===== src/hdl/rgcl_pkg.sv =====
// ----------------------------------------------------------------------------
// Route great-circle length package
// Fixed-point constants, the CORDIC arctangent table and shared types.
// ----------------------------------------------------------------------------
package rgcl_pkg;

	localparam int CORDIC_ITERATIONS = 32;
	localparam int IW = (CORDIC_ITERATIONS > 1) ? $clog2(CORDIC_ITERATIONS) : 1;
	localparam int DW = 36;
	localparam int MW = 36;
	localparam int PW = 2 * MW;

	typedef logic signed [DW-1:0] dat_t;
	typedef logic signed [MW-1:0] mop_t;
	typedef logic signed [PW-1:0] prod_t;
	typedef logic signed [29:0]   ang_t;
	typedef dat_t atan_tab_t [CORDIC_ITERATIONS];

	typedef struct packed {
		logic start;
		logic vector;
	} cord_ctl_t;

	localparam logic [63:0] PI_Q60   = 64'h3243F6A8885A308D;
	localparam logic [63:0] PI_Q30_W = (PI_Q60 + 64'd536870912) >> 30;
	localparam logic [63:0] F_RAD_W  = PI_Q60 / 64'd180000000;
	localparam dat_t PI_Q30  = dat_t'(PI_Q30_W[DW-1:0]);
	localparam dat_t GAIN    = 36'sh026DD3B6A;
	localparam dat_t ONE_Q30 = 36'sd1073741824;

	localparam ang_t UDEG_FULL    = 30'sd360000000;
	localparam ang_t UDEG_HALF    = 30'sd180000000;
	localparam ang_t UDEG_QUARTER = 30'sd90000000;

	localparam logic [47:0] LEN_MAX = 48'hFFFF_FFFF_FFFF;

	function automatic logic [63:0] divu64(logic [63:0] num, logic [63:0] den);
		logic [64:0] rem;
		logic [63:0] quo;
		rem = '0;
		quo = '0;
		for (int b = 63; b >= 0; b--) begin
			rem = {rem[63:0], num[b]};
			if (rem >= {1'b0, den}) begin
				rem = rem - {1'b0, den};
				quo[b] = 1'b1;
			end
		end
		return quo;
	endfunction

	function automatic atan_tab_t build_atan();
		atan_tab_t   tab;
		logic [63:0] sum;
		logic [63:0] term;
		logic [63:0] rnd;
		int          e;
		rnd = (PI_Q60 + 64'h8000_0000) >> 32;
		tab[0] = dat_t'(rnd[DW-1:0]);
		for (int i = 1; i < CORDIC_ITERATIONS; i++) begin
			sum = '0;
			for (int k = 0; k < 32; k++) begin
				e = 62 - i * (2 * k + 1);
				if (e >= 0) begin
					term = divu64(64'd1 << e, 64'(2 * k + 1));
					if (k % 2 == 1) sum = sum - term;
					else sum = sum + term;
				end
			end
			rnd = (sum + 64'h8000_0000) >> 32;
			tab[i] = dat_t'(rnd[DW-1:0]);
		end
		return tab;
	endfunction

	localparam atan_tab_t ATAN_TAB = build_atan();

endpackage


===== src/hdl/rgcl_mul.sv =====
// ----------------------------------------------------------------------------
// Shared multiplier
// Signed multiply with a registered product, one result per cycle.
// ----------------------------------------------------------------------------
module rgcl_mul (
	input  logic          clk,
	input  rgcl_pkg::mop_t a,
	input  rgcl_pkg::mop_t b,
	output rgcl_pkg::prod_t p
);
	import rgcl_pkg::*;

	prod_t p_q;

	always_ff @(posedge clk) begin
		p_q <= a * b;
	end

	assign p = p_q;

endmodule


===== config.mk =====
export PLATFORM = sky130hd
export DESIGN_NAME = rgcl_mul
export DESIGN_NICKNAME = d
export VERILOG_FILES = /design/src/hdl/rgcl_pkg.sv /design/src/hdl/rgcl_mul.sv
export SDC_FILE = /design/constraint.sdc
export NUM_CORES = 2
export LEC_CHECK = 0
export CORE_MARGIN = 1.5
export CORE_UTILIZATION = 65
export CTS_CLUSTER_DIAMETER = 150
export CTS_CLUSTER_SIZE = 25
export DETAILED_ROUTE_END_ITERATION = 8
export DONT_BUFFER_PORTS = 1
export PLACE_DENSITY_LB_ADDON = 0.05
export SETUP_SLACK_MARGIN = 0.15
export SYNTH_ARGS = -nofsm -noshare
export SYNTH_HDL_FRONTEND = slang
export SYNTH_SLANG_ARGS = --single-unit

===== constraint.sdc =====
create_clock -name clk -period 11.85 [get_ports clk]
set_input_delay 1.185 -clock clk [delete_from_list [all_inputs] [get_ports clk]]
set_output_delay 1.185 -clock clk [all_outputs]
set_load 0.005 [all_outputs]

Word level (Yosys, flattened, before mapping)
Index checks and enable logic that the tools add are counted.
{"block": "totals", "latch_bits": 0, "rom_bits": 0, "ff_bits": 72, "ramBits": 0, "out_inout_bits": 72, "mem_count": 0, "wordCells": 2, "input_bits": 73}
{"block": "op_classes", "multipliers": 1, "shifts": 0, "div_mod_pow": 0, "mux": 0, "magnitude_cmp": 0, "eq_ne": 0, "n_addsub": 0, "n_reduce_logical": 0, "bitwise": 0}
{"operator": "36-bit by 36-bit multiplier with 72-bit output", "n": 1}

Depth between registers and ports, before layout
{"block": "depth", "word_depth": 1, "ltp_mapped": 30, "depth_no_buf": 27}

Worst setup path after synthesis
No wires, ideal clock.
{"block": "synth_timing", "path_type": "input port to flip-flop", "from": "input a[35]", "to": "register p_q[69], in the netlist p[69]", "stages": 22, "required_ns": 11.719, "t_arrival_ns": 8.433, "path_slack_ns": 3.287, "path_buffers": 3, "cell_sequence": "clkbuf_1 > clkbuf_1 > nand2_1 > inv_1 > fa_1 > fa_1 > fa_1 > fa_1 > fa_1 > fa_1 > fa_1 > fa_1 > ha_1 > clkbuf_1 > a21o_1 > a21o_1 > a21oi_1 > nand2_1 > and3_1 > a211oi_1 > o31ai_1 > xor2_1"}
{"block": "synth_between", "elab_chain_cells": 1}
{"item": "start: declaration", "line_no": "rgcl_mul.sv:7", "text": "input rgcl_pkg::mop_t a,"}
{"item": "36-bit by 36-bit multiplier with 72-bit output", "line_no": "rgcl_mul.sv:16", "text": "p_q <= a * b;"}
{"item": "end signal: assignment", "line_no": "rgcl_mul.sv:16"}
{"item": "end: declaration", "line_no": "rgcl_mul.sv:13", "text": "prod_t p_q;"}
No other way between the ends.

Worst setup path after layout
{"block": "layout_timing", "from": "input b[13]", "to": "register p_q[70], in the netlist p[70]"}
{"block": "layout_between", "elab_chain_cells": 1}
{"item": "start: declaration", "line_no": "rgcl_mul.sv:8", "text": "input rgcl_pkg::mop_t b,"}
{"item": "36-bit by 36-bit multiplier with 72-bit output", "line_no": "rgcl_mul.sv:16"}
No other way between the ends.

==> results.md <==
* Status: completed
* Avg Cell Area, Syn at 9.293 µm²
* Post-synth EDFFs at 0
* Number of flip-flops in the largest register at 72
* Tightest Pin Transition at 1103 ps
* Achievable Freq at 107.0 MHz
* Top_reg_cell synth: dfxtp_1
* Final worst slack at 2503 ps
* Starting density of the core at 66.01%
* Storage cell area at 0.001441 mm²
* Post-route setup TNS at 0 ps
* Clock Pin Slew Worst Setup and Hold Paths at 60 ps
* Post_cts resized at 0
* Worst endpoint required time at 12150 ps
* RSZ-0062 raised after global routing: no
* Fin. max-slew vios at 0
* Arrival @ worst endpoint at 9650 ps
* Core region area at 0.07185 mm²
* DRC Markers at 0
* Layout fillers at 5994
* Max_slew headroom at 26.26%
* Chip height at 273.1 µm
* Chip width at 273.1 µm
* Root Driver: clkbuf_16
* # hold bufs at CTS at 0
* Vias at 32730
* Yosys reg bits at 72
* Sequential area share after synthesis at 3.039%
* CP Class: in2reg
* CTS tree: built
* CTS Buf Count at 9
* Pre-CTS setup slack at 2498 ps
* # IOs at 145
* Min-Delay Path Class: in2reg
* Avg WL per Cell at 22.58 µm
* Post-CTS Setup Bufs at 0
* Clock Sinks at 72
* Synthesized instance count at 5104
* Pin count of the biggest net entering global routing at 38
* Mapped Area at 0.04743 mm²
* Area of the multi-input gates at 0.03984 mm²
* Total nets after synthesis at 6775
* Share of the synthesized area in the top cell type at 58.20%
* Num rows at 98
* Crit path time final at 9347 ps
* Max Cap Violations at 0
* CP endpoint kind: register
* Detailed Place HPWL at 109900 µm
* First-pass GRT wire length at 209400 µm
* Synth area leaders: fa_1 (58%), inv_1 (11%), and2_1 (7.4%), nand2_1 (6.0%), ha_1 (5.8%)
* Vias per inst at 5.663
* Fin. Hold Viols at 0
* Syn-to-layout area delta at 0.8125%
* DRT iter0 DRCs at 2293
* Initial antenna violation count at 4
* Most common cell in the netlist: fa_1
* Synth top cells by count: fa_1 (1379), inv_1 (1344), nand2_1 (760)
* Total congestion overflow at 0
* Post-layout net count at 6494
* Gp weighted congestion at 0.9520
* TritonRoute pass-1 iters at 6
* Share of cells above drive strength 1 at 0.7042%
* CP Max Fanout at 36
* GRT Util Overall at 37.45%
* Synth async-reset ratio at 0%
* Post-synth top area cell: fa_1
* H-tree level count at 3
* CTS max path bufs at 2
* Synth cell types at 65
* Crit share post-route at 78.88%
* Die area at 0.07460 mm²
* Setup Viol. Count Final at 0
* Antenna viol nets, final at 0
* Worst setup SP type: primary input
* Number of global-route vias before repair at 35180
* Total length of routed wires at 130500 µm
* Buffers on Ports at 0
* Yosys warnings at 0
## per-layer routing
layer,wire length (µm),up-vias,global-route usage [%]
met2,63460,1310,59.95
li1,-,13780,-
met3,12470,298,9.472
met4,6633,6,15.77
met1,47870,17340,48.96
met5,41,-,0
## kinds of logic after synthesis
kind of cell,share of synthesized area [%]
buffers and inverters,12.98
adder cells (fa/ha/maj),63.98
AND/OR/NAND/NOR,15.39
AO/OA/AOI/OAI,3.094
XOR/XNOR,1.477
flip-flops,3.039
multiplexers,0.04484
## worst paths after layout
path  endpoint  startpoint  cells after the start  slack, ps
max      p[70]       b[13]                     23       2500
min       p[0]        a[0]                      1        940
## critical path, cell delays in order
cell	delay, ps
and2_1	170
fa_1	500
fa_1	650
inv_1	140
fa_1	550
inv_1	50
fa_1	480
fa_1	960
fa_1	560
fa_1	540
inv_1	60
fa_1	490
inv_1	50
ha_1	370
nand3_1	290
nor4_1	950
a211oi_1	160
o22ai_1	370
nor2_1	70
o31ai_1	80
a21oi_1	270
or3_1	440
a32oi_1	210
## final cells by class
cell class,count,share of cell area [%]
Inverter,1344,10.55
Timing Repair Buffer,1,0.01570
Antenna cell,1,0.005233
Tap cell,950,2.486
Clock buffer,9,0.4710
Sequential cell,72,3.014
Multi-Input combinational cell,3395,83.31
Clock inverter,7,0.1491
## layout by cell type (no fill, tap or decap), types with 4 or more instances in the layout
| master | count |
|---|---|
| a211oi_1 | 8 |
| a21o_1 | 37 |
| a21oi_1 | 69 |
| a31oi_1 | 9 |
| and2_1 | 559 |
| and3_1 | 7 |
| clkbuf_16 | 9 |
| dfxtp_1 | 72 |
| fa_1 | 1379 |
| ha_1 | 219 |
| inv_1 | 1344 |
| nand2_1 | 760 |
| nand2b_1 | 12 |
| nand3_1 | 18 |
| nand4_1 | 20 |
| nor2_1 | 43 |
| nor2b_1 | 36 |
| nor3_1 | 11 |
| o211ai_1 | 4 |
| o21a_1 | 7 |
| o21ai_0 | 29 |
| o21ai_1 | 15 |
| o21bai_1 | 10 |
| or2_2 | 5 |
| xnor2_1 | 52 |
| xor2_1 | 28 |
## metrics by stage
stage / instances / util, % / instance area [µm²] / hold WS [ps]
2_1_floorplan: 5104 / - / 47430 / 1469
3_3_place_gp: 5762 / 66.13 / 47520 / 1318
3_5_place_dp: 5762 / 66.13 / 47520 / 1320
4_1_cts: 5778 / 66.55 / 47820 / 916.1
5_1_grt: 5778 / 66.55 / 47820 / 930.4
6_report: 5779 / 66.55 / 47820 / 943.2
Power is left out: the tool's default activity adds up to more than one toggle a clock period on the data nets, which glitch-free logic cannot reach.
