<file path="config.mk">
export PLATFORM = sky130hd
export DESIGN_NAME = rgcl_isqrt
export DESIGN_NICKNAME = d
export VERILOG_FILES = /design/src/hdl/rgcl_pkg.sv /design/src/hdl/rgcl_isqrt.sv
export SDC_FILE = /design/constraint.sdc
export NUM_CORES = 1
export LEC_CHECK = 0
export ABC_CLOCK_PERIOD_IN_PS = 10600
export BUFFER_PORTS_ARGS = -buffer_cell sky130_fd_sc_hd__clkbuf_2
export CAP_MARGIN = 20
export CORE_ASPECT_RATIO = 1.4
export CORE_MARGIN = 4
export CORE_UTILIZATION = 52
export DETAILED_ROUTE_END_ITERATION = 8
export GPL_TIMING_DRIVEN = 0
export HOLD_SLACK_MARGIN = 0.08
export PLACE_DENSITY = 0.74
export SYNTH_ARGS = -nofsm -noshare
export SYNTH_HDL_FRONTEND = slang
export SYNTH_SLANG_ARGS = --single-unit
</file>
<file path="constraint.sdc">
create_clock -name clk -period 10.6 [get_ports clk]
set_input_delay 1.06 -clock clk [delete_from_list [all_inputs] [get_ports clk]]
set_output_delay 1.06 -clock clk [all_outputs]
set_load 0.01 [all_outputs]
</file>
<file path="src/hdl/rgcl_pkg.sv">
// ----------------------------------------------------------------------------
// Route great-circle length package
// Fixed-point constants, the CORDIC arctangent table and shared types.
// ----------------------------------------------------------------------------
package rgcl_pkg;

	localparam int CORDIC_ITERATIONS = 32;
	localparam int IW = (CORDIC_ITERATIONS > 1) ? $clog2(CORDIC_ITERATIONS) : 1;
	localparam int DW = 36;
	localparam int MW = 36;
	localparam int PW = 2 * MW;

	typedef logic signed [DW-1:0] dat_t;
	typedef logic signed [MW-1:0] mop_t;
	typedef logic signed [PW-1:0] prod_t;
	typedef logic signed [29:0]   ang_t;
	typedef dat_t atan_tab_t [CORDIC_ITERATIONS];

	typedef struct packed {
		logic start;
		logic vector;
	} cord_ctl_t;

	localparam logic [63:0] PI_Q60   = 64'h3243F6A8885A308D;
	localparam logic [63:0] PI_Q30_W = (PI_Q60 + 64'd536870912) >> 30;
	localparam logic [63:0] F_RAD_W  = PI_Q60 / 64'd180000000;
	localparam dat_t PI_Q30  = dat_t'(PI_Q30_W[DW-1:0]);
	localparam dat_t GAIN    = 36'sh026DD3B6A;
	localparam dat_t ONE_Q30 = 36'sd1073741824;

	localparam ang_t UDEG_FULL    = 30'sd360000000;
	localparam ang_t UDEG_HALF    = 30'sd180000000;
	localparam ang_t UDEG_QUARTER = 30'sd90000000;

	localparam logic [47:0] LEN_MAX = 48'hFFFF_FFFF_FFFF;

	function automatic logic [63:0] divu64(logic [63:0] num, logic [63:0] den);
		logic [64:0] rem;
		logic [63:0] quo;
		rem = '0;
		quo = '0;
		for (int b = 63; b >= 0; b--) begin
			rem = {rem[63:0], num[b]};
			if (rem >= {1'b0, den}) begin
				rem = rem - {1'b0, den};
				quo[b] = 1'b1;
			end
		end
		return quo;
	endfunction

	function automatic atan_tab_t build_atan();
		atan_tab_t   tab;
		logic [63:0] sum;
		logic [63:0] term;
		logic [63:0] rnd;
		int          e;
		rnd = (PI_Q60 + 64'h8000_0000) >> 32;
		tab[0] = dat_t'(rnd[DW-1:0]);
		for (int i = 1; i < CORDIC_ITERATIONS; i++) begin
			sum = '0;
			for (int k = 0; k < 32; k++) begin
				e = 62 - i * (2 * k + 1);
				if (e >= 0) begin
					term = divu64(64'd1 << e, 64'(2 * k + 1));
					if (k % 2 == 1) sum = sum - term;
					else sum = sum + term;
				end
			end
			rnd = (sum + 64'h8000_0000) >> 32;
			tab[i] = dat_t'(rnd[DW-1:0]);
		end
		return tab;
	endfunction

	localparam atan_tab_t ATAN_TAB = build_atan();

endpackage

</file>
<file path="src/hdl/rgcl_isqrt.sv">
// ----------------------------------------------------------------------------
// Iterative square root
// Floor square root of a 61-bit value, one result bit per cycle.
// ----------------------------------------------------------------------------
module rgcl_isqrt (
	input  logic        clk,
	input  logic        arst_n,
	input  logic        start,
	input  logic [60:0] n,
	output logic [30:0] r,
	output logic        done
);
	import rgcl_pkg::*;

	logic        busy_q;
	logic        done_q;
	logic [60:0] n_q;
	logic [60:0] r_q;
	logic [60:0] b_q;
	logic [61:0] trial;

	assign trial = {1'b0, r_q} + {1'b0, b_q};

	always_ff @(posedge clk or negedge arst_n) begin
		if (!arst_n) begin
			busy_q <= 1'b0;
			done_q <= 1'b0;
		end else begin
			done_q <= 1'b0;
			if (start) begin
				busy_q <= 1'b1;
			end else if (busy_q && b_q == 61'd1) begin
				busy_q <= 1'b0;
				done_q <= 1'b1;
			end
		end
	end

	always_ff @(posedge clk) begin
		if (start) begin
			n_q <= n;
			r_q <= '0;
			b_q <= 61'd1 << 60;
		end else if (busy_q) begin
			if ({1'b0, n_q} >= trial) begin
				n_q <= n_q - trial[60:0];
				r_q <= (r_q >> 1) + b_q;
			end else begin
				r_q <= r_q >> 1;
			end
			b_q <= b_q >> 2;
		end
	end

	assign r    = r_q[30:0];
	assign done = done_q;

endmodule

</file>
[Word-level counts from Yosys, hierarchy flattened]
Index checks and enable logic that the tools add are counted.
Word-level totals
  register bits: 155
  input bits: 64
  output and inout port bits: 32
  word-level logic and storage cells: 23
Cells by class
  add/sub/neg operators: 3
  order comparisons: 1
  equality and inequality tests: 1
  muxes and demuxes: 8
  reduce and logical (&&, ||, !) cells: 5
Operators with widths (count)
  2-to-1 mux 61 bit: 4
  adder 61 x 61 -> 62 bit: 1
  >= comparator 61 x 62 -> 1 bit: 1
  adder 60 x 61 -> 61 bit: 1
  subtractor 61 bit: 1
  == test 31 x 1 -> 1 bit (second input constant): 1
  nonzero test 2 bit: 3
  2-to-1 mux 1 bit: 4
  AND reduction 2 bit: 1
  logical AND 1 bit: 1

[Logic depth before layout (Yosys ltp)]
  word-level depth: 5
  depth in mapped cells: 25
  gate-level depth less buffers: 22

[Worst setup path after synthesis]
Ideal clock, no wire load.
  path type: reg-to-reg
  start point: register r_q[4]
  end point: register n_q[0], enable pin
  library setup time: 0.564 ns
  arrival time: 9.023 ns
  data required time: 10.036 ns
  setup slack: 1.013 ns
  stages on the path, launching flop included: 23
  path buffers: 2
  clock period less this slack: 9.587 ns
  cell sequence: dfxtp_1 > ha_1 > a21oi_1 > o21bai_1 > a41oi_1 > nand2_1 > a21oi_1 > o31a_1 > o41a_1 > o31ai_1 > a31oi_1 > xor2_1 > ha_1 > nand4_1 > or2_2 > or2_1 > nor3_1 > o31a_1 > a311o_1 > o211ai_2 > buf_2 > buf_2 > o21ai_0
On the way
  cells in the longest elaborated chain, start to end: 4
RTL lines
  start: declaration: RTL line rgcl_isqrt.sv:18  | logic [60:0] r_q;
  start signal: assignment: RTL line rgcl_isqrt.sv:47  | r_q <= (r_q >> 1) + b_q;
  start signal: assignment: RTL line rgcl_isqrt.sv:49  | r_q <= r_q >> 1;
  adder 61 x 61 -> 62 bit: RTL line rgcl_isqrt.sv:22  | assign trial = {1'b0, r_q} + {1'b0, b_q};
  >= comparator 61 x 62 -> 1 bit: RTL line rgcl_isqrt.sv:45  | if ({1'b0, n_q} >= trial) begin
  nonzero test 2 bit (no source line)
  AND reduction 2 bit (no source line)
  end signal: assignment: RTL line rgcl_isqrt.sv:41  | n_q <= n;
  end signal: assignment: RTL line rgcl_isqrt.sv:46  | n_q <= n_q - trial[60:0];
  end: declaration: RTL line rgcl_isqrt.sv:17  | logic [60:0] n_q;
No other way between the ends.
A chain may end at the register's enable or synchronous reset.

[Worst setup path after layout]
  start point: register r_q[16]
  end point: register n_q[22], enable pin
The elaborated chain is that of the path after synthesis.

==> flow_summary_export.csv <==
group,metric,value,unit
pwr,p_sw_frac,0.479,
global_routing,grt_max_degree,29,
synthesis,syn-cell-area,0.0146,mm2
critical_path,crit_chain,"ha_1 > nand4_1 > nor2_1 > a41oi_1 > nand2_1 > a21oi_1 > o31a_1 > o41a_1 > o31ai_1 > a31oi_1 > xor2_1 > ha_1 > a21o_1 > a21o_1 > a21oi_1 > a21boi_0 > o221ai_1 > a311o_1 > o211ai_2 > buf_2 > buf_2 > o21ai_4 > buf_12",
pwr,clockPowerShare,0.158,
sta,rsz0062_at_grt,"false",
clock_network,post_cts_resized,0,
critical_path,slowest_delay,580,ps
pwr,p_switching,1.95,mW
placement,place_hpwl,39300,um
die,die_h,206,um
pwr,p_seq_frac,0.235,
outcome,outcome,"finished clean",
synthesis,synth_top_area_cell,"dfxtp_1",
final_layout,drive_gt1_frac,0.107,
final_layout,fin_cells,2354,
clock_network,clkSinkCount,155,
routing,routed_wl,50600,um
synthesis,ys_seq_area_frac,0.254,
die,die_area,0.0309,mm2
synthesis,synthArstFlopShare,0.0129,
synthesis,avgSynthCellArea,7.88,um2
global_routing,grt_antenna_before_repair,1,
placement,dpl-instance-area,0.0156,mm2
routing,drc_errors,0,
synthesis,synth_flop_cell,"dfxtp_1",
final_layout,area_growth,10.8,%
synthesis,synth_top_cell_area_share,0.126,
die,start_util,0.529,
sta,fin_crit_sh,0.682,
final_layout,nets,2160,
synthesis,ys_ff_latch,155,
synthesis,yosysUniqueCellTypes,90,
synthesis,syn-num-nets,2045,
pwr,p_per_area,251,mW/mm2
synthesis,yosys_warnings,0,
critical_path,end_kind,"flip-flop",
job,maxCapViolCount,0,
clock_network,clockBufferDepth,2,
critical_path,worstReg2RegEnd,"n_q[22]$_DFFE_PP_",
die,design.core.area,0.0277,mm2
clock_network,cts.reportedPaths.clkPinSlew,70,ps
critical_path,rr_worst_depth,23,
placement,dp.cells,2322,
synthesis,synth_edf_count,61,
clock_network,cts_buffers,17,
routing,ant_nets,0,
sta,maxSlewHeadroom,0.341,
clock_network,holdBufCountCts,0,
critical_path,cpLargestDelayFamily,"compound AO/OA/AOI/OAI gates",
pwr,comb_power_share,0.607,
pwr,leakagePower,6.61,nW
critical_path,critical_path_buf_inv_count,3,
global_routing,track_usage,0.323,
critical_path,arrival,7420,ps
synthesis,synth_area_leaders,"dfxtp_1 (13%), edfxtp_1 (13%), ha_1 (11%)",
routing,routedWlPerCell,21.5,um
sta,setup_slack,3380,ps
sta,finalClockSkew,9.97,ps
sta,fmax,138,MHz
sta,hold_viol,0,
routing,num_vias,15033,
placement,portBuffers,94,
sta,tightest_slew,988,ps
clock_network,htreeDepth,4,
sta,maxSlewViolCount,0,
routing,first_pass_iters,5,
global_routing,grt_pass1_wl,77800,um
synthesis,synthTopCellsByCount,"nand2_1 (224), o21ai_0 (159), nor2_1 (155), ha_1 (124), a21oi_1 (112)",
critical_path,cp_max_fo,27,
clock_network,post_cts_buffers,0,
critical_path,reg2reg_from,"r_q[16]$_SDFFE_PP0P_",
routing,drtIter0Drc,1177,
die,die_x,150,um
pwr,p_int,2.12,mW
routing,via_per_inst,6.39,
critical_path,critPathSlowestCell,"dfxtp_1",
pwr,vdd_ir_drop_max,0.000150,V
global_routing,grt-ovfl-total,0,
sta,setup-violations-final,0,
critical_path,worstPathRequired,10790,ps
die,row_count,72,
critical_path,r2r_setup_slack,3380,ps
synthesis,synthCells,1856,
clock_network,cts_tree,"done",
synthesis,synthMostInstantiatedCell,"nand2_1",
clock_network,clk_latency,460,ps
placement,gp_congestion,0.996,
final_layout,diodes,0,
die,io_pins,96,
clock_network,root_buffer,"clkbuf_16",
final_layout,n_fill_cell,2640,
placement,pre_cts_ws,3540,ps
global_routing,grt_pass1_vias,14777,
sta,fin_crit,7220,ps
hold_path,hold_class,"in2async",
sta,setup-tns-final,0,ps
sta,holdWs,387,ps
critical_path,critPathLaunchType,"flip-flop",
final_layout,final_cell_area,0.0162,mm2
critical_path,path_class,"reg2reg",
[logic make-up after synthesis]
group / synth area share
adder cells (fa/ha/maj): 0.107
multiplexers: 0.0298
buffers and inverters: 0.0526
XOR/XNOR: 0.0820
AND/OR/NAND/NOR: 0.204
flip-flops: 0.254
AO/OA/AOI/OAI: 0.270
[area by class of cell]
type | instances | area [um2] | area share
Multi-Input combinational cell | 1534 | 10200 | 0.626
Inverter | 41 | 154 | 0.00949
Tap cell | 370 | 463 | 0.0286
Buffer | 126 | 616 | 0.0380
Clock inverter | 15 | 165 | 0.0102
Timing Repair Buffer | 96 | 510 | 0.0315
Sequential cell | 155 | 3720 | 0.230
Clock buffer | 17 | 425 | 0.0262
[power groups by stage]
stage          Clock (mW)  Sequential (mW)  Combinational [mW]
4_1_cts             0.651            0.955                2.42
6_report            0.644            0.958                2.47
3_3_place_gp            0            0.998                2.34
5_1_grt             0.673            0.971                2.70
2_1_floorplan           0            0.945                1.77
3_5_place_dp            0            0.964                2.41
[sequential cells by signal, summed over array words and instances (netlist names)]
| register | cells |
|---|---|
| b_q | 31 |
| busy_q | 1 |
| done | 1 |
| n_q | 61 |
| r_q | 61 |
[cell usage in the layout (no fill, tap or decap), types with 30 or more instances in the layout]
master	count
a21o_1	30
a21oi_1	112
a31oi_1	62
buf_4	33
clkbuf_1	78
clkbuf_2	95
dfxtp_1	92
edfxtp_1	61
ha_1	124
inv_1	40
mux2i_1	39
nand2_1	224
nand4_1	45
nor2_1	155
nor3_1	37
o21ai_0	158
xnor2_1	67
xor2_1	70
[metrics by stage]
stage / power [mW] / utilization
detailed placement: 3.37 / 0.565
global route: 4.34 / 0.586
finish: 4.07 / 0.586
global placement: 3.34 / 0.563
CTS: 4.03 / 0.586
floorplan: 2.71 / -
[worst max path at each step]
stage	from	to	cells past startpoint
floorplan	r_q[4]$_SDFFE_PP0P_	n_q[0]$_DFFE_PP_	22
global placement	r_q[4]$_SDFFE_PP0P_	n_q[27]$_DFFE_PP_	22
detailed placement	r_q[16]$_SDFFE_PP0P_	n_q[25]$_DFFE_PP_	23
CTS	r_q[16]$_SDFFE_PP0P_	n_q[28]$_DFFE_PP_	23
global route	r_q[4]$_SDFFE_PP0P_	n_q[22]$_DFFE_PP_	23
finish	r_q[16]$_SDFFE_PP0P_	n_q[22]$_DFFE_PP_	23
[routing by layer]
| layer | routed length (um) | track usage |
|---|---|---|
| met1 | 19200 | 0.358 |
| met2 | 25000 | 0.579 |
| met3 | 3110 | 0.0472 |
| met4 | 3350 | 0.198 |
| met5 | 0 | 0 |
Note: power is estimated with default switching activity, not from simulation.
