## src/hdl/rgcl_pkg.sv

```systemverilog
// ----------------------------------------------------------------------------
// Route great-circle length package
// Fixed-point constants, the CORDIC arctangent table and shared types.
// ----------------------------------------------------------------------------
package rgcl_pkg;

	localparam int CORDIC_ITERATIONS = 32;
	localparam int IW = (CORDIC_ITERATIONS > 1) ? $clog2(CORDIC_ITERATIONS) : 1;
	localparam int DW = 36;
	localparam int MW = 36;
	localparam int PW = 2 * MW;

	typedef logic signed [DW-1:0] dat_t;
	typedef logic signed [MW-1:0] mop_t;
	typedef logic signed [PW-1:0] prod_t;
	typedef logic signed [29:0]   ang_t;
	typedef dat_t atan_tab_t [CORDIC_ITERATIONS];

	typedef struct packed {
		logic start;
		logic vector;
	} cord_ctl_t;

	localparam logic [63:0] PI_Q60   = 64'h3243F6A8885A308D;
	localparam logic [63:0] PI_Q30_W = (PI_Q60 + 64'd536870912) >> 30;
	localparam logic [63:0] F_RAD_W  = PI_Q60 / 64'd180000000;
	localparam dat_t PI_Q30  = dat_t'(PI_Q30_W[DW-1:0]);
	localparam dat_t GAIN    = 36'sh026DD3B6A;
	localparam dat_t ONE_Q30 = 36'sd1073741824;

	localparam ang_t UDEG_FULL    = 30'sd360000000;
	localparam ang_t UDEG_HALF    = 30'sd180000000;
	localparam ang_t UDEG_QUARTER = 30'sd90000000;

	localparam logic [47:0] LEN_MAX = 48'hFFFF_FFFF_FFFF;

	function automatic logic [63:0] divu64(logic [63:0] num, logic [63:0] den);
		logic [64:0] rem;
		logic [63:0] quo;
		rem = '0;
		quo = '0;
		for (int b = 63; b >= 0; b--) begin
			rem = {rem[63:0], num[b]};
			if (rem >= {1'b0, den}) begin
				rem = rem - {1'b0, den};
				quo[b] = 1'b1;
			end
		end
		return quo;
	endfunction

	function automatic atan_tab_t build_atan();
		atan_tab_t   tab;
		logic [63:0] sum;
		logic [63:0] term;
		logic [63:0] rnd;
		int          e;
		rnd = (PI_Q60 + 64'h8000_0000) >> 32;
		tab[0] = dat_t'(rnd[DW-1:0]);
		for (int i = 1; i < CORDIC_ITERATIONS; i++) begin
			sum = '0;
			for (int k = 0; k < 32; k++) begin
				e = 62 - i * (2 * k + 1);
				if (e >= 0) begin
					term = divu64(64'd1 << e, 64'(2 * k + 1));
					if (k % 2 == 1) sum = sum - term;
					else sum = sum + term;
				end
			end
			rnd = (sum + 64'h8000_0000) >> 32;
			tab[i] = dat_t'(rnd[DW-1:0]);
		end
		return tab;
	endfunction

	localparam atan_tab_t ATAN_TAB = build_atan();

endpackage

```

## src/hdl/rgcl_cordic.sv

```systemverilog
// ----------------------------------------------------------------------------
// Shared CORDIC unit
// Rotation or vectoring mode, one micro-rotation per cycle.
// ----------------------------------------------------------------------------
module rgcl_cordic (
	input  logic                clk,
	input  logic                arst_n,
	input  rgcl_pkg::cord_ctl_t ctl,
	input  rgcl_pkg::dat_t      x0,
	input  rgcl_pkg::dat_t      y0,
	input  rgcl_pkg::dat_t      z0,
	output rgcl_pkg::dat_t      x,
	output rgcl_pkg::dat_t      y,
	output rgcl_pkg::dat_t      z,
	output logic                done
);
	import rgcl_pkg::*;

	logic          busy_q;
	logic          done_q;
	logic          vec_q;
	logic [IW-1:0] it_q;
	dat_t          x_q;
	dat_t          y_q;
	dat_t          z_q;
	dat_t          dx;
	dat_t          dy;
	logic          sub;

	assign dx  = y_q >>> it_q;
	assign dy  = x_q >>> it_q;
	assign sub = vec_q ? (y_q > 0) : (z_q < 0);

	always_ff @(posedge clk or negedge arst_n) begin
		if (!arst_n) begin
			busy_q <= 1'b0;
			done_q <= 1'b0;
			vec_q  <= 1'b0;
			it_q   <= '0;
		end else begin
			done_q <= 1'b0;
			if (ctl.start) begin
				busy_q <= 1'b1;
				vec_q  <= ctl.vector;
				it_q   <= '0;
			end else if (busy_q) begin
				if (it_q == IW'(CORDIC_ITERATIONS - 1)) begin
					busy_q <= 1'b0;
					done_q <= 1'b1;
				end else begin
					it_q <= it_q + 1'b1;
				end
			end
		end
	end

	always_ff @(posedge clk) begin
		if (ctl.start) begin
			x_q <= x0;
			y_q <= y0;
			z_q <= z0;
		end else if (busy_q) begin
			if (sub) begin
				x_q <= x_q + dx;
				y_q <= y_q - dy;
				z_q <= z_q + ATAN_TAB[it_q];
			end else begin
				x_q <= x_q - dx;
				y_q <= y_q + dy;
				z_q <= z_q - ATAN_TAB[it_q];
			end
		end
	end

	assign x    = x_q;
	assign y    = y_q;
	assign z    = z_q;
	assign done = done_q;

endmodule

```

## config.mk

```make
export PLATFORM = sky130hd
export DESIGN_NAME = rgcl_cordic
export DESIGN_NICKNAME = d
export VERILOG_FILES = /design/src/hdl/rgcl_pkg.sv /design/src/hdl/rgcl_cordic.sv
export SDC_FILE = /design/constraint.sdc
export NUM_CORES = 1
export LEC_CHECK = 0
export BUFFER_PORTS_ARGS = -buffer_cell sky130_fd_sc_hd__buf_2
export CORE_ASPECT_RATIO = 0.75
export CORE_MARGIN = 8
export CORE_UTILIZATION = 35
export CTS_CLUSTER_DIAMETER = 120
export CTS_CLUSTER_SIZE = 25
export DETAILED_ROUTE_END_ITERATION = 6
export PLACE_DENSITY_LB_ADDON = 0.1
export SYNTH_ARGS = -nofsm -noshare
export SYNTH_HDL_FRONTEND = slang
export SYNTH_SLANG_ARGS = --single-unit
export TNS_END_PERCENT = 20
```

## constraint.sdc

```tcl
create_clock -name clk -period 6.2 [get_ports clk]
set_input_delay 0 -clock clk [delete_from_list [all_inputs] [get_ports clk]]
set_output_delay 0 -clock clk [all_outputs]
set_load 0.01 [all_outputs]
```

* Word level (Yosys, flattened, before mapping)
Memory sizes are Yosys's and may differ from the RTL's. Cells that the tools add are included.
Cells by class: $add $sub $neg 7, order comparisons 3, eq/ne operators 2, shifts and indexed selects 2, muxes and demuxes 21, bitwise operators 1, reductions and logical operators 2
Operators by type and width (number):
- 2-to-1 mux 36 bit | 11
- adder 36 bit | 3
- subtractor 36 bit | 3
- >>> shifter 36 x 5 -> 36 bit | 2
- > comparator 36 x 1 -> 1 bit (second input constant) | 1
- < comparator 36 x 1 -> 1 bit (second input constant) | 1
- 2-to-1 mux 5 bit | 3
- 2-to-1 mux 1 bit | 7
- >= comparator 6 bit (second input constant) | 1
- NOT 5 -> 6 bit | 1
- adder 5 x 1 -> 5 bit (second input constant) | 1
- == test 5 bit (second input constant) | 1
- inequality test 2 bit (second input constant) | 1
- AND reduction 2 bit | 1
- nonzero test 2 bit | 1
Word-level totals: register bits 116, bits in read-only memories 1152, input bits 112, output and inout port bits 109, logic and storage cells 46, memories kept 1
Memories:
- (no name shown) | depth 32, bits a word 36, read ports 1, clocked after Yosys merged registers in 0, wr ports 0, line rgcl_cordic.sv:70 | z_q <= z_q - ATAN_TAB[it_q];

* Depth between registers and ports, before layout
depth in word-level cells 8, depth in mapped cells 30, gate-level depth less buffers 25

* Least setup slack after synthesis
Ideal clock, no wire load.
kind flip-flop to flip-flop, start register it_q[0], end register z_q[33] (netlist: z[33]) (data pin), setup time 267 ps, arrival time 5914 ps, required time 5933 ps, slack 20 ps, cell stages (with the launch flop) 26, buffers on the path 4, period minus slack after synthesis 6180 ps, path through dfrtp_1 buf_6 buf_6 inv_1 buf_2 buf_1 ha_1 nor2_1 a21oi_1 o22ai_1 or3_1 or2_2 or3_1 o41a_1 xor2_1 ha_1 and3_1 a221oi_1 nor2b_1 a22oi_1 a21oi_1 a2111o_1 a31o_2 a21oi_1 xor2_1 o21ai_0
On the way: longest elaborated chain between the ends 8, elaborated cells on any way between the ends 9, those cells by class add/sub: 2; mux: 5; bitwise: 1; memory: 1
RTL lines:
- from (decl) | line rgcl_cordic.sv:22 | logic [IW-1:0] it_q;
- from (signal assigned) | line rgcl_cordic.sv:51 | it_q <= it_q + 1'b1;
- NOT 5 -> 6 bit (not written as such) (*) | line rgcl_cordic.sv:66, rgcl_cordic.sv:70
- memory (32 x 36 bit) (*)
- 2-to-1 mux 36 bit (not written as such) (*) (2 in a row) | line rgcl_cordic.sv:70
- subtractor 36 bit / adder 36 bit (equally long branches) | line rgcl_cordic.sv:70, rgcl_cordic.sv:66
- 2-to-1 mux 36 bit (*) | line rgcl_cordic.sv:63 | if (sub) begin
- 2-to-1 mux 36 bit (*) | line rgcl_cordic.sv:62 | end else if (busy_q) begin
- 2-to-1 mux 36 bit (*) | line rgcl_cordic.sv:58 | if (ctl.start) begin
- to (signal assigned) | line rgcl_cordic.sv:61 | z_q <= z0;
- to (signal assigned) | line rgcl_cordic.sv:66 | z_q <= z_q + ATAN_TAB[it_q];
- to (signal assigned) | line rgcl_cordic.sv:70
- to (decl) | line rgcl_cordic.sv:25 | dat_t z_q;
Mark *: on every way between the ends. The rest lies on a longest branch, timed or not. The select of a mux whose other input is x is not followed. A chain may end at the register's enable or synchronous reset.

* Worst setup path after layout
start register it_q[1], end register x_q[35] (netlist: x[35]) (data pin)
On the way: longest elaborated chain between the ends 5, elaborated cells on any way between the ends 6, those cells by class add/sub: 2; shift: 1; mux: 3
RTL lines:
- >>> shifter 36 x 5 -> 36 bit (*) | line rgcl_cordic.sv:30 | assign dx = y_q >>> it_q;
- subtractor 36 bit / adder 36 bit (equally long branches) | line rgcl_cordic.sv:68, rgcl_cordic.sv:64
- 2-to-1 mux 36 bit (*) | line rgcl_cordic.sv:63
- 2-to-1 mux 36 bit (*) | line rgcl_cordic.sv:62
- 2-to-1 mux 36 bit (*) | line rgcl_cordic.sv:58
- to (signal assigned) | line rgcl_cordic.sv:64 | x_q <= x_q + dx;
- to (signal assigned) | line rgcl_cordic.sv:68 | x_q <= x_q - dx;
- to (decl) | line rgcl_cordic.sv:23 | dat_t x_q;
Marked as above.

==> metrics.md <==
| Metric | Value |
|---|---|
| Status | `finished clean` |
| FMAX | `165 MHz` |
| WS Path Type | `flip-flop to flip-flop` |
| Vias | `20209` |
| Final HPWL DP | `67800 um` |
| Mapped Area | `0.0178 mm2` |
| Post-synth ARST share | `0.0690` |
| Die H | `211 um` |
| R2R depth | `25` |
| Worst skew pair latency | `approximately 0.48 ns` |
| Fin. Hold Viols | `0` |
| Post-synth EDFFs | `108` |
| Io pins | `221` |
| Post-route setup slack | `0.127 ns` |
| Antenna violations before repair | `2` |
| Clock Path Buffers | `2` |
| Routed Antenna Nets | `0` |
| Mapped Nets | `2366` |
| Final setup viols | `0` |
| Final period demand of the worst path | `6.07 ns` |
| Clock transition at path regs | `0.07 ns` |
| Critical Path Sink | `x[35]$_DFFE_PP_` |
| Vias/cell | `5.91` |
| Vias in the first global route | `approximately 20000` |
| Wire length on met3 | `8000 um` |
| Row Count | `71` |
| Total Neg Setup Slack | `0 ns` |
| DP Cell Count | `about 3300` |
| Clock skew | `0.0139 ns` |
| Capture point of the worst reg-to-reg path | `x[35]$_DFFE_PP_` |
| Layout filler cell count | `about 4900` |
| Synth Instances | `2132` |
| Sequential share of the synthesized area | `0.193` |
| CTS Sinks | `116` |
| Initial DRC count | `between 2000 and 2500` |
| Drt first pass iters | `6` |
| Global Route Usage Sum | `0.281` |
| CP max FO | `23` |
| Die W | `between 200 and 300 um` |
| CTS Buf Count | `17` |
| Yosys top cell by area | `edfxtp_1` |
| Startpoint types | `flip-flop` |
| Top_reg_cell synth | `edfxtp_1` |
| Share of cells above drive strength 1 | `0.307` |
| Routed length on met2 | `36200 um` |
| Port Buffers | `between 200 and 250` |
| Area Overhead vs Synth | `36.1%` |
| Crit Reg-Reg Startpoint | `it_q[1]$_DFFE_PN0P_` |
| CTS tree | `done` |
| RSZ-0062 raised after global routing | `yes` |
| CORE AREA | `0.0502 mm2` |
| DR top layer | `met5` |
| Fin crit share | `0.980` |
| Least-Margin Pin Slew | `1.04 ns` |
| Share of Yosys cell area claimed by the top area cell type | `0.182` |
| DRT Wirelength | `84700 um` |
| Starting Density | `0.355` |
| Worst Setup SP | `it_q[1]$_DFFE_PN0P_` |
| WL met1 | `39000 um` |
| Slew HR | `0.308` |
| WP data required | `6.40 ns` |
| Max-Cap Viols | `0` |
| # DRC | `0` |
| Netlist cell types | `93` |
| Nets@finish | `2986` |
| CP Capture Type | `flip-flop` |
| Yosys warnings | `0` |
| First-pass GRT wire length | `approximately 130000 um` |
| Main area contributors after synthesis | `edfxtp_1 (18%), mux4_2 (10%), ha_1 (8.4%)` |
| Worst EP arrival | `6.27 ns` |
| CTS H-Tree Depth | `4` |
| Max-slew violations | `0` |
| Count leader, synth | `nand2_1` |
| HP Class | `primary input to flip-flop` |
| Die area | `0.0584 mm2` |
| Pin count of the biggest net entering global routing | `95` |
| Post-synth top cells | `nand2_1 (261), o21ai_0 (194), a21oi_1 (161), nor2_1 (138), ha_1 (119)` |
| Avg WL per Cell | `24.7 um` |
| R2r setup slk | `0.13 ns` |
| Root Driver | `clkbuf_16` |
| Syn Area/Cell | `between 8 and 9 um2` |
| Hold_ws | `0.0397 ns` |
| Pre-CTS setup slack | `-0.351 ns` |
| Gpl congestion | `~1` |
| Seq cells post-synth | `116` |
| # diodes | `0` |
| Gr ovfl total | `0` |
| Finished Layout Cells | `roughly 3400` |
## critical path, stage by stage, from the launching register on
cell and delay (ns):
dfrtp_4 0.46, buf_12 0.21, mux4_2 0.55, mux2_2 0.38, a22oi_1 0.19, and3_2 0.27, ha_1 0.19, nand2_1 0.10
or3_1 0.41, nor3_1 0.18, buf_4 0.15, a31oi_1 0.10, xnor2_1 0.17, ha_1 0.38, and2_1 0.20, o21ai_2 0.09
a2111oi_4 0.32, buf_4 0.16, and3b_1 0.19, a311oi_2 0.31, buf_4 0.17, o2111ai_1 0.11, nand3_1 0.11, o41ai_1 0.08
xnor2_1 0.16, o21ai_0 0.09
## per-stage QoR
stage / utilization / instance area (um2)
after detailed placement: 0.444 / 22300
final: 0.483 / 24300
after global placement: 0.444 / 22300
after CTS: 0.479 / 24100
after global routing: 0.483 / 24300
after floorplan: - / 17800
## flip-flops by register name, indices dropped and copies added, names as in the netlist
name and cells:
y 36, it_q 5, vec_q 1, x 36, busy_q 1, done 1
z 36
## final cells by class
class,instances,area (um2),area share
well taps,657,822,0.0339
clock buffers,18,429,0.0177
repair buffers,725,5360,0.221
inverters,57,214,0.00882
multi-input cells,1835,13800,0.568
flip-flops and latches,116,3460,0.143
clock inverters,14,184,0.00758
## kinds of logic (layout without fill, tap and decap cells)
kind of cell,count (synthesis),in the layout,share of synthesized area
compound gates,697,697,0.253
xor+xnor,184,184,0.0905
fa+ha+maj,122,122,0.0870
buf+inv,181,814,0.0460
flops,116,116,0.193
mux,165,165,0.152
simple gates,667,667,0.179
## cells in the final DEF, fill, tap and decap left out, types with 17 or more instances in the layout
| cell | instances |
|---|---|
| ha_1 | 117 |
| mux4_2 | 79 |
| nand2_1 | 261 |
| clkbuf_16 | 17 |
| buf_4 | 378 |
| a31oi_1 | 29 |
| buf_2 | 219 |
| nor3_1 | 39 |
| nand2b_1 | 28 |
| o21a_1 | 18 |
| o21ai_0 | 187 |
| o22ai_1 | 18 |
| mux2_2 | 46 |
| xor2_1 | 81 |
| a21o_1 | 61 |
| dlygate4sd3_1 | 110 |
| and3_1 | 27 |
| nor2_1 | 135 |
| edfxtp_1 | 108 |
| inv_1 | 56 |
| o211ai_1 | 21 |
| and2_1 | 21 |
| xnor2_1 | 102 |
| nor2b_1 | 19 |
| mux2i_1 | 30 |
| a211oi_1 | 19 |
| o31ai_1 | 18 |
| a21oi_1 | 158 |
| nand3_1 | 37 |
## how the worst min path moves through the flow
stage	cells after the start	end	slack [ns]	startpoint
3_5_place_dp	1	done$_DFF_PN0_	-0.10	arst_n
5_1_grt	3	x[23]$_DFFE_PP_	0.04	x0[23]
6_report	3	x[23]$_DFFE_PP_	0.04	x0[23]
4_1_cts	3	x[23]$_DFFE_PP_	0.004	x0[23]
2_1_floorplan	0	busy_q$_DFF_PN0_	-0.30	arst_n
3_3_place_gp	1	done$_DFF_PN0_	-0.10	arst_n
## routing by layer
metal,GRT usage,vias up
li1,-,9344
met1,0.394,9862
met2,0.425,900
met3,0.0801,99
met4,0.0615,4
met5,0.00908,-
## timing repair
item / CTS / global route
pin swaps: 1 / 4
setup buffers: 1 / 1
hold buffers: 110 / 0
gates resized for setup: 8 / 46
endpoints found under the setup margin: 5 / 29
endpoints found under the hold margin: 116 / 0
Power is not shown: default switching activity piles up to over one toggle a cycle in this logic, so the estimate is an artifact.
